--- src/hw/rtl/crbc_pkg.sv ---
`timescale 1ns / 1ps
// ----------------------------------------------------------------------------
// crbc_pkg
// Shared types and constants for the clock replacement block cache.
// ----------------------------------------------------------------------------
package crbc_pkg;

  localparam int SLOTS   = 16;
  localparam int SLOT_W  = 4;
  localparam int CNT_W   = 5;
  localparam int ID_W    = 31;
  localparam int ADDR_W  = 3;
  localparam int DATA_W  = 32;

  localparam logic [ADDR_W-1:0] REG_ACTIVE_ENTRIES = 3'd0;

  typedef struct packed {
    logic            mode;
    logic [ID_W-1:0] block_num;
  } request_t;

  typedef struct packed {
    logic              hit;
    logic [SLOT_W-1:0] slot;
    logic              replaced;
    logic [ID_W-1:0]   evicted_block;
  } result_t;

endpackage

--- src/hw/rtl/clock_replacement_block_cache_core.sv ---
`timescale 1ns / 1ps
// ----------------------------------------------------------------------------
// clock_replacement_block_cache_core
// Fully associative block-cache directory with clock (second-chance)
// replacement; tags in a synchronous RAM, reference bits in flops.
// ----------------------------------------------------------------------------
// One request is in work at a time; busy is high until its result goes out.
// The tag RAM is read one slot per cycle, so a hit on slot k is found after
// the slots below it have been compared. A miss scans every filled slot first;
// a fill then writes the next free slot and, when the hand wraps, subtracts
// the capacity from it, and a replacement clears each set reference bit the
// hand passes (at most one rotation of the capacity) before it evicts. The
// result is held on result, marked by result_valid for exactly one cycle;
// the receiver cannot stall it, so it must take every result as it appears.
// ----------------------------------------------------------------------------
module clock_replacement_block_cache_core (
  input  logic                         clk,
  input  logic                         rst,
  input  logic                         start,
  output logic                         busy,
  input  crbc_pkg::request_t           request,
  output logic                         result_valid,
  output crbc_pkg::result_t            result,
  input  logic                         psel,
  input  logic                         penable,
  input  logic                         pwrite,
  input  logic [crbc_pkg::ADDR_W-1:0]  paddr,
  input  logic [crbc_pkg::DATA_W-1:0]  pwdata,
  output logic [crbc_pkg::DATA_W-1:0]  prdata,
  output logic                         pready
);
  import crbc_pkg::*;

  localparam logic [2:0] ST_IDLE   = 3'd0;
  localparam logic [2:0] ST_SEARCH = 3'd1;
  localparam logic [2:0] ST_MISS   = 3'd2;
  localparam logic [2:0] ST_WRAP   = 3'd3;
  localparam logic [2:0] ST_SWEEP  = 3'd4;
  localparam logic [2:0] ST_EVICT  = 3'd5;

  logic [2:0]        state;
  logic [CNT_W-1:0]  active_entries;
  logic [CNT_W-1:0]  filled;
  logic [CNT_W-1:0]  hand;
  logic [SLOTS-1:0]  refbit;
  logic [SLOT_W-1:0] idx;
  request_t          req;

  logic [ID_W-1:0]   tag_mem [SLOTS];
  logic [ID_W-1:0]   rd_data;
  logic [SLOT_W-1:0] rd_addr;
  logic              wr_en;
  logic [SLOT_W-1:0] wr_addr;

  logic [CNT_W-1:0]  cap;
  logic [CNT_W-1:0]  idx_inc;
  logic [CNT_W-1:0]  hand_step;
  logic              cfg_wr;

  always_comb begin
    if (active_entries == '0) begin
      cap = CNT_W'(1);
    end else if (active_entries > CNT_W'(SLOTS)) begin
      cap = CNT_W'(SLOTS);
    end else begin
      cap = active_entries;
    end
  end

  assign idx_inc   = {1'b0, idx} + CNT_W'(1);
  assign hand_step = (hand + CNT_W'(1) == cap) ? '0 : hand + CNT_W'(1);
  assign busy      = (state != ST_IDLE);
  assign pready    = 1'b1;
  assign cfg_wr    = psel && penable && pwrite;
  assign prdata    = (paddr == REG_ACTIVE_ENTRIES) ?
                     {{(DATA_W-CNT_W){1'b0}}, active_entries} : '0;

  always_comb begin
    case (state)
      ST_SEARCH: rd_addr = idx_inc[SLOT_W-1:0];
      ST_SWEEP:  rd_addr = hand[SLOT_W-1:0];
      default:   rd_addr = '0;
    endcase
  end

  always_comb begin
    wr_en   = 1'b0;
    wr_addr = hand[SLOT_W-1:0];
    case (state)
      ST_MISS: begin
        if (filled < cap) begin
          wr_en   = 1'b1;
          wr_addr = filled[SLOT_W-1:0];
        end
      end
      ST_EVICT: wr_en = 1'b1;
      default: wr_en = 1'b0;
    endcase
  end

  // tag RAM, one write and one registered read port
  always_ff @(posedge clk) begin
    if (wr_en) begin
      tag_mem[wr_addr] <= req.block_num;
    end
    rd_data <= tag_mem[rd_addr];
  end

  always_ff @(posedge clk) begin
    if (rst) begin
      active_entries <= CNT_W'(SLOTS);
    end else if (cfg_wr && paddr == REG_ACTIVE_ENTRIES) begin
      active_entries <= pwdata[CNT_W-1:0];
    end
  end

  always_ff @(posedge clk) begin
    if (rst) begin
      state        <= ST_IDLE;
      filled       <= '0;
      hand         <= '0;
      refbit       <= '0;
      idx          <= '0;
      result_valid <= 1'b0;
    end else begin
      result_valid <= 1'b0;
      case (state)
        ST_IDLE: begin
          if (start) begin
            req   <= request;
            idx   <= '0;
            state <= (filled == '0) ? ST_MISS : ST_SEARCH;
          end
        end
        ST_SEARCH: begin
          if (rd_data == req.block_num) begin
            if (!req.mode) begin
              refbit[idx] <= 1'b1;
            end
            result_valid <= 1'b1;
            result       <= '{hit: 1'b1, slot: idx, replaced: 1'b0, evicted_block: '0};
            state        <= ST_IDLE;
          end else if (idx_inc < filled) begin
            idx <= idx_inc[SLOT_W-1:0];
          end else begin
            state <= ST_MISS;
          end
        end
        ST_MISS: begin
          if (filled < cap) begin
            refbit[filled[SLOT_W-1:0]] <= 1'b1;
            filled <= filled + CNT_W'(1);
            hand   <= hand + CNT_W'(1);
            result <= '{hit: 1'b0, slot: filled[SLOT_W-1:0], replaced: 1'b0,
                        evicted_block: '0};
            state  <= ST_WRAP;
          end else begin
            if (hand >= cap) begin
              hand <= '0;
            end
            state <= ST_SWEEP;
          end
        end
        ST_WRAP: begin
          if (hand >= cap) begin
            hand <= hand - cap;
          end else begin
            result_valid <= 1'b1;
            state        <= ST_IDLE;
          end
        end
        ST_SWEEP: begin
          if (refbit[hand[SLOT_W-1:0]]) begin
            refbit[hand[SLOT_W-1:0]] <= 1'b0;
            hand <= hand_step;
          end else begin
            state <= ST_EVICT;
          end
        end
        ST_EVICT: begin
          refbit[hand[SLOT_W-1:0]] <= 1'b1;
          hand         <= hand_step;
          result_valid <= 1'b1;
          result       <= '{hit: 1'b0, slot: hand[SLOT_W-1:0], replaced: 1'b1,
                            evicted_block: rd_data};
          state        <= ST_IDLE;
        end
        default: state <= ST_IDLE;
      endcase
    end
  end

endmodule

--- config.mk ---
export PLATFORM = sky130hd
export DESIGN_NAME = clock_replacement_block_cache_core
export DESIGN_NICKNAME = d
export VERILOG_FILES = /design/src/hw/rtl/crbc_pkg.sv /design/src/hw/rtl/clock_replacement_block_cache_core.sv
export SDC_FILE = /design/constraint.sdc
export NUM_CORES = 1
export LEC_CHECK = 0
export ABC_AREA = 1
export BUFFER_PORTS_ARGS = -buffer_cell sky130_fd_sc_hd__buf_2
export CORE_UTILIZATION = 52
export CTS_CLUSTER_DIAMETER = 200
export DETAILED_ROUTE_END_ITERATION = 10
export GPL_ROUTABILITY_DRIVEN = 0
export PLACE_DENSITY = 0.7
export SLEW_MARGIN = 40
export SYNTH_ARGS = -nofsm -noshare
export SYNTH_HDL_FRONTEND = slang
export SYNTH_SLANG_ARGS = --single-unit
--- constraint.sdc ---
create_clock -name clk -period 8 [get_ports clk]
set_input_delay 0.4 -clock clk [delete_from_list [all_inputs] [get_ports clk]]
set_output_delay 0.4 -clock clk [all_outputs]
set_load 0.01 [all_outputs]
# Word level (Yosys, flattened, before mapping)
# Memory sizes are Yosys's and may differ from the RTL's. A register that Yosys moved wholly into a read port is not among the register bits.
# Index checks and enable logic that the tools add are counted.
[totals]
reg_bits = 108
elab_cells = 122
out_inout_bits = 72
input_bits = 73
ramBits = 496
memories = 1
[mem_list]
columns = ["name", "words", "width", "rd", "rd_clocked_by_memory_dff", "wr", "line_no", "rtl"]
rows = [
  ["tag_mem", 16, 31, 1, 1, 1, "clock_replacement_block_cache_core.sv:49", "logic [ID_W-1:0] tag_mem [SLOTS];"],
]
[op_classes]
muxes = 47
n_bitwise = 6
n_lt_le_gt_ge = 10
reduce_logical = 22
addsub = 4
eq_ne = 19
[ops]
columns = ["cell", "n"]
rows = [
  ["one-hot mux 37 bit (3 select lines)", 1],
  ["two-way mux 37 bit", 2],
  ["two-way mux 16 bit", 4],
  ["one-hot mux 16 bit (4 select lines)", 1],
  ["OR 16 bit", 3],
  ["two-way mux 5 bit", 8],
  ["equality test 31 bit", 1],
  ["two-way mux 4 bit", 5],
  ["inequality test 2 bit (second input constant)", 10],
  ["one-hot mux 5 bit (4 select lines)", 1],
  ["two-way mux 3 bit", 6],
  ["bitwise AND 16 bit", 1],
  ["inverter 16 bit", 1],
  ["one-hot mux 4 bit (2 select lines)", 2],
  ["AND reduction 4 bit", 4],
  ["< comparator 4 x 5 -> 1 bit (second input constant)", 3],
  ["one-hot mux 3 bit (5 select lines)", 1],
  ["demux 1 bit (select 4 bit)", 3],
  ["greater-or-equal comparator 4 x 1 -> 1 bit (second input constant)", 3],
  ["adder 5 x 1 -> 5 bit (second input constant)", 2],
  ["logical NOT 5 bit", 2],
  ["< comparator 5 bit", 2],
  ["two-way mux 1 bit", 9],
  ["nonzero test 4 bit", 2],
  ["21 further kinds", 31],
]

# Longest topological paths before layout
[depth]
word_depth = 8
depth_mapped = 15
ltp_nobuf = 15

# Worst setup path after synthesis
# No wires, ideal clock.
[synth_path]
path_kind = "register to register"
from = "register active_entries[2]"
to = "register result[0] in the netlist's numbering (enable)"
arrival_time_ps = 3428
setup_ps = 431
path_slack_ps = 4141
stages_incl_launch_ff = 13
synth_period_minus_slack_ps = 3859
path_buffers = 1
required_ps = 7569
cell_sequence = "dfxtp_1 inv_1 nand3_1 nand2_1 nand2_1 ha_1 a21oi_1 o21a_1 nand2_1 nand2_1 buf_4 o211ai_1 nor2_1"
[synth_via]
elab_chain_len = 6
elab_cells_between_ends = 7
cone_classes = "order compare: 2; eq/ne: 1; mux: 2; reduce/logical: 2"
[synth_lines]
columns = ["element", "line_no", "rtl"]
rows = [
  ["start: declaration", "clock_replacement_block_cache_core.sv:42", "logic [CNT_W-1:0] active_entries;"],
  ["start signal: assignment", "clock_replacement_block_cache_core.sv:111", "active_entries <= CNT_W'(SLOTS);"],
  ["start signal: assignment", "clock_replacement_block_cache_core.sv:113", "active_entries <= pwdata[CNT_W-1:0];"],
  ["greater-than comparator 5 bit", "clock_replacement_block_cache_core.sv:63", "end else if (active_entries > CNT_W'(SLOTS)) begin"],
  ["two-way mux 5 bit", "clock_replacement_block_cache_core.sv:63", ""],
  ["two-way mux 5 bit *", "clock_replacement_block_cache_core.sv:61", "if (active_entries == '0) begin"],
  ["< comparator 5 bit *", "clock_replacement_block_cache_core.sv:150", "if (filled < cap) begin"],
  ["inequality test 2 bit (no source line) *", "n/a", ""],
  ["AND reduction 4 bit (no source line) *", "n/a", ""],
  ["end signal: assignment", "clock_replacement_block_cache_core.sv:141", "result <= '{hit: 1'b1, slot: idx, replaced: 1'b0, evicted_block: '0};"],
  ["end signal: assignment", "clock_replacement_block_cache_core.sv:154", "result <= '{hit: 1'b0, slot: filled[SLOT_W-1:0], replaced: 1'b0,"],
  ["end signal: assignment", "clock_replacement_block_cache_core.sv:184", "result <= '{hit: 1'b0, slot: hand[SLOT_W-1:0], replaced: 1'b1,"],
  ["end: declaration", "clock_replacement_block_cache_core.sv:23", "output crbc_pkg::result_t result,"],
]
# Every way passes the cells marked *; elsewhere a longest branch is shown, timed or not.
# A chain may end at the register's enable or synchronous reset.

# Worst setup path after layout
[layout_path]
from = "register active_entries[3]"
to = "memory tag_mem[7][24] (enable)"
[layout_via]
elab_chain_len = 8
elab_cells_between_ends = 11
cone_classes = "order compare: 2; mux: 8; reduce/logical: 1"
[layout_lines]
columns = ["element", "line_no", "rtl"]
rows = [
  ["greater-than comparator 5 bit", "clock_replacement_block_cache_core.sv:63", ""],
  ["two-way mux 5 bit", "clock_replacement_block_cache_core.sv:63", ""],
  ["two-way mux 5 bit *", "clock_replacement_block_cache_core.sv:61", ""],
  ["< comparator 5 bit *", "clock_replacement_block_cache_core.sv:91", "if (filled < cap) begin"],
  ["two-way mux 1 bit", "clock_replacement_block_cache_core.sv:91", ""],
  ["one-hot mux 1 bit (2 select lines)", "clock_replacement_block_cache_core.sv:89", "case (state)"],
  ["two-way mux 1 bit", "clock_replacement_block_cache_core.sv:103", "if (wr_en) begin"],
  ["two-way mux 1 bit (implied by the code)", "clock_replacement_block_cache_core.sv:104", "tag_mem[wr_addr] <= req.block_num;"],
  ["end: declaration", "clock_replacement_block_cache_core.sv:49", ""],
]
# Marks and branches as above.

==> run summary <==
Run status: finished clean
CP endpoint kind: flip-flop
Finished Layout Cells: 3219
P&R area growth vs syn: 12.6%
Vias in the first global route: 17400
WL per Instance: 20.0 um
Cts hold-fix bufs: 28
Final period utilization: 51.3%
Seq/Total Area, Yosys: 68.1%
Setup Slack @ Placement: 4010 ps
Slew at the pin closest to its max-slew limit: 874 ps
Die ar.: 0.0528 mm2
Htree depth: 3
Max VDD drop: 0.000213 V
Slew Limit Headroom: 41.7%
Clock Latency Late Sink: 610 ps
Hold Path Cell Cnt: 1
Met3 WL: 4540 um
Crit-path cells: inv_1 > nand3_1 > nand2_1 > nand2_1 > ha_1 > a21oi_1 > o21a_1 > nand2_1 > nor2_2 > o21ai_0 > inv_1 > nand3_1 > nor2_4 > buf_4
Comb pwr share: 22.8%
FFs w/ async S/R, synth: 0%
Remaining Overflow, GRT: 0
Final worst path period need: 4110 ps
Power per Cell Area: 308 mW/mm2
Post-synthesis compound-gate area fraction: 11.4%
Number of cells in the design after placement: 3070
Largest net degree at the start of global routing: 213
Final hold viol count: 0
CP peak stage delay: 680 ps
Antenna-violating nets left: 0
Crit-path most repeated cell: nand2_1
Flops & latches, synth: 635
Fmax: 243 MHz
Via density: 5.67
Largest family of logic cells by synthesized area: simple AND/OR/NAND/NOR gates
Sw Share: 32.1%
NetSw: 3010 uW
Core Footprint: 0.0513 mm2
Number of vias in the routed layout: 18300
Drt first pass iters: 6
Post-CTS Resized: 0
Die height: 230 um
Final Max Tran Viols: 0
RSZ-0062 raised after global routing: no
Clock transition at path regs: 60 ps
Tightest Hold Check Type: in2reg
DRC viols: 0
Max cap viols: 0
DRT iter0 DRCs: 1969
Crit path DAT: 4350 ps
Clock Sinks: 635
Metal-1 WL: 27100 um
Post-synth top flop: edfxtp_1
Clock share of power: 32.1%
Synth Area in Simple Gates: 12.8%
Setup TNS: 0 ps
Mux share of post-synthesis cell area: 0%
Worst path depth: 14
Root Buffer Master: clkbuf_16
Total power: 9370 uW
WL final: 64400 um
Req. time, crit path: 8240 ps
CTS tree: yes
Post-synthesis cell type count: 43
Final nets: 2586
Share of layout cells above drive strength 1: 10.1%
Synthesized area: 0.0270 mm2
IO Pins: 145
Met2 routed WL: 30900 um
Starting Density: 52.6%
Row count: 83
Detailed Place HPWL: 33700 um
Mapped Cells: 2397
EDFF count, synth: 565
Global-route wire length before repair: 98000 um
WS Path Type: reg2reg
Buffers & Inverters on Critical Path: 3
Cell area after layout: 0.0304 mm2
YS warnings: 0
Slowest cell on crit path: nor2_4
Setup bufs post-CTS: 0
Width of the die: 230 um
Adder-cell area share of the yosys netlist: 1.23%
Max layer used: met4
P_int: 6360 uW
Seq pwr share: 45.2%
Count of final setup violators: 0
Worst setup margin: 3890 ps
XOR/XNOR Fraction of Synth Area: 0.682%
IO buf count: 89
Initial antenna violation count: 0
Cell family with most CP delay: simple AND/OR/NAND/NOR gates
Setup Skew: 25.2 ps
GRT Total Usage: 24.3%
R2R depth: 14
Clock buffer depth: 3
N_diodes: 0
CP Launch Type: flip-flop
Leakage: 0.0107 uW
CP max FO: 19
DP Area: 0.0280 mm2
Syn_area_per_cell: 11.3 um2
CTS Buf Count: 67
registers in the layout (all words and copies together), names as in the netlist:
| name | count |
|---|---|
| tag_mem | 496 |
| result | 37 |
| req | 32 |
| rd_data | 31 |
| refbit | 16 |
| active_entries | 5 |
| filled | 5 |
| hand | 5 |
| idx | 4 |
| state | 3 |
| result_valid | 1 |
cells in the mapped netlist (all sizes together), types with 15 or more instances:
cell,n,area (um2)
edfxtp,565,17000
nor2,385,1470
o21ai,297,1510
nand2,277,1050
inv,186,698
o211ai,124,931
nand3,123,633
buf,120,732
a21oi,105,537
dfxtp,70,1400
clkbuf,33,124
nand4,28,190
ha,25,313
xnor2,16,140
nor3,15,80.1
placed cells by master (no fill, tap or decap), types with 10 or more instances in the layout:
master and n:
edfxtp_1 565, nor2_1 364, nand2_1 273, o21ai_0 244, inv_1 182, o211ai_1 124, nand3_1 121, a21oi_1 104
buf_2 89, dfxtp_1 70, clkbuf_16 69, o21ai_1 49, conb_1 28, dlygate4sd3_1 28, nand4_1 27, buf_4 27
ha_1 25, nor2_4 18, clkinv_1 17, xnor2_1 16, nor3_1 14, clkinv_2 12, clkbuf_1 10
logic make-up (layout without fill, tap and decap cells):
group           Yosys count  after routing
fa+ha+maj                26             26
compound gates          539            539
simple gates            835            835
buf+inv                 339            455
xor+xnor                 21             21
other cells               2             28
flops                   635            635
worst paths after layout:
kind                                        from                  endpoint  slack, ps
setup / recovery  active_entries[3]$_SDFFE_PP0P_  tag_mem[7][24]$_DFFE_PP_       3890
hold / removal                       request[21]         req[21]$_DFFE_PP_         30
setup reg to reg  active_entries[3]$_SDFFE_PP0P_  tag_mem[7][24]$_DFFE_PP_       3890
hold reg to reg          refbit[10]$_SDFFE_PP0P_   refbit[10]$_SDFFE_PP0P_        480
area by class of cell:
type                            instances  area (um2)
Multi-Input combinational cell       1449        7320
Tap cell                              680         851
Clock inverter                         39         322
Inverter                              186         706
Sequential cell                       635       18400
Timing Repair Buffer                  148        1020
Clock buffer                           82        1810
Fill cell                            4082       20900
per-layer routing:
layer,vias to the layer above,GRT usage (%)
li1,8561,-
met1,8799,32.9
met2,766,39.9
met3,136,3.92
met4,0,8.51
met5,-,0
power groups by stage:
stage               clock (uW)  sequential [uW]  combinational [uW]
finish                    3010             4230                2130
global route              3170             4270                2380
CTS                       3050             4230                2130
detailed placement           0             4300                2110
global placement             0             4280                2040
floorplan                    0             4240                1530
stage by stage:
| step | util [%] | hold WS, ps |
|---|---|---|
| CTS | 59.2 | 10.7 |
| detailed placement | 54.5 | 473 |
| global route | 59.2 | 10.6 |
| floorplan | - | 452 |
| finish | 59.2 | 32.6 |
| global placement | 54.4 | 467 |
Power figures use the tool's default switching activity.
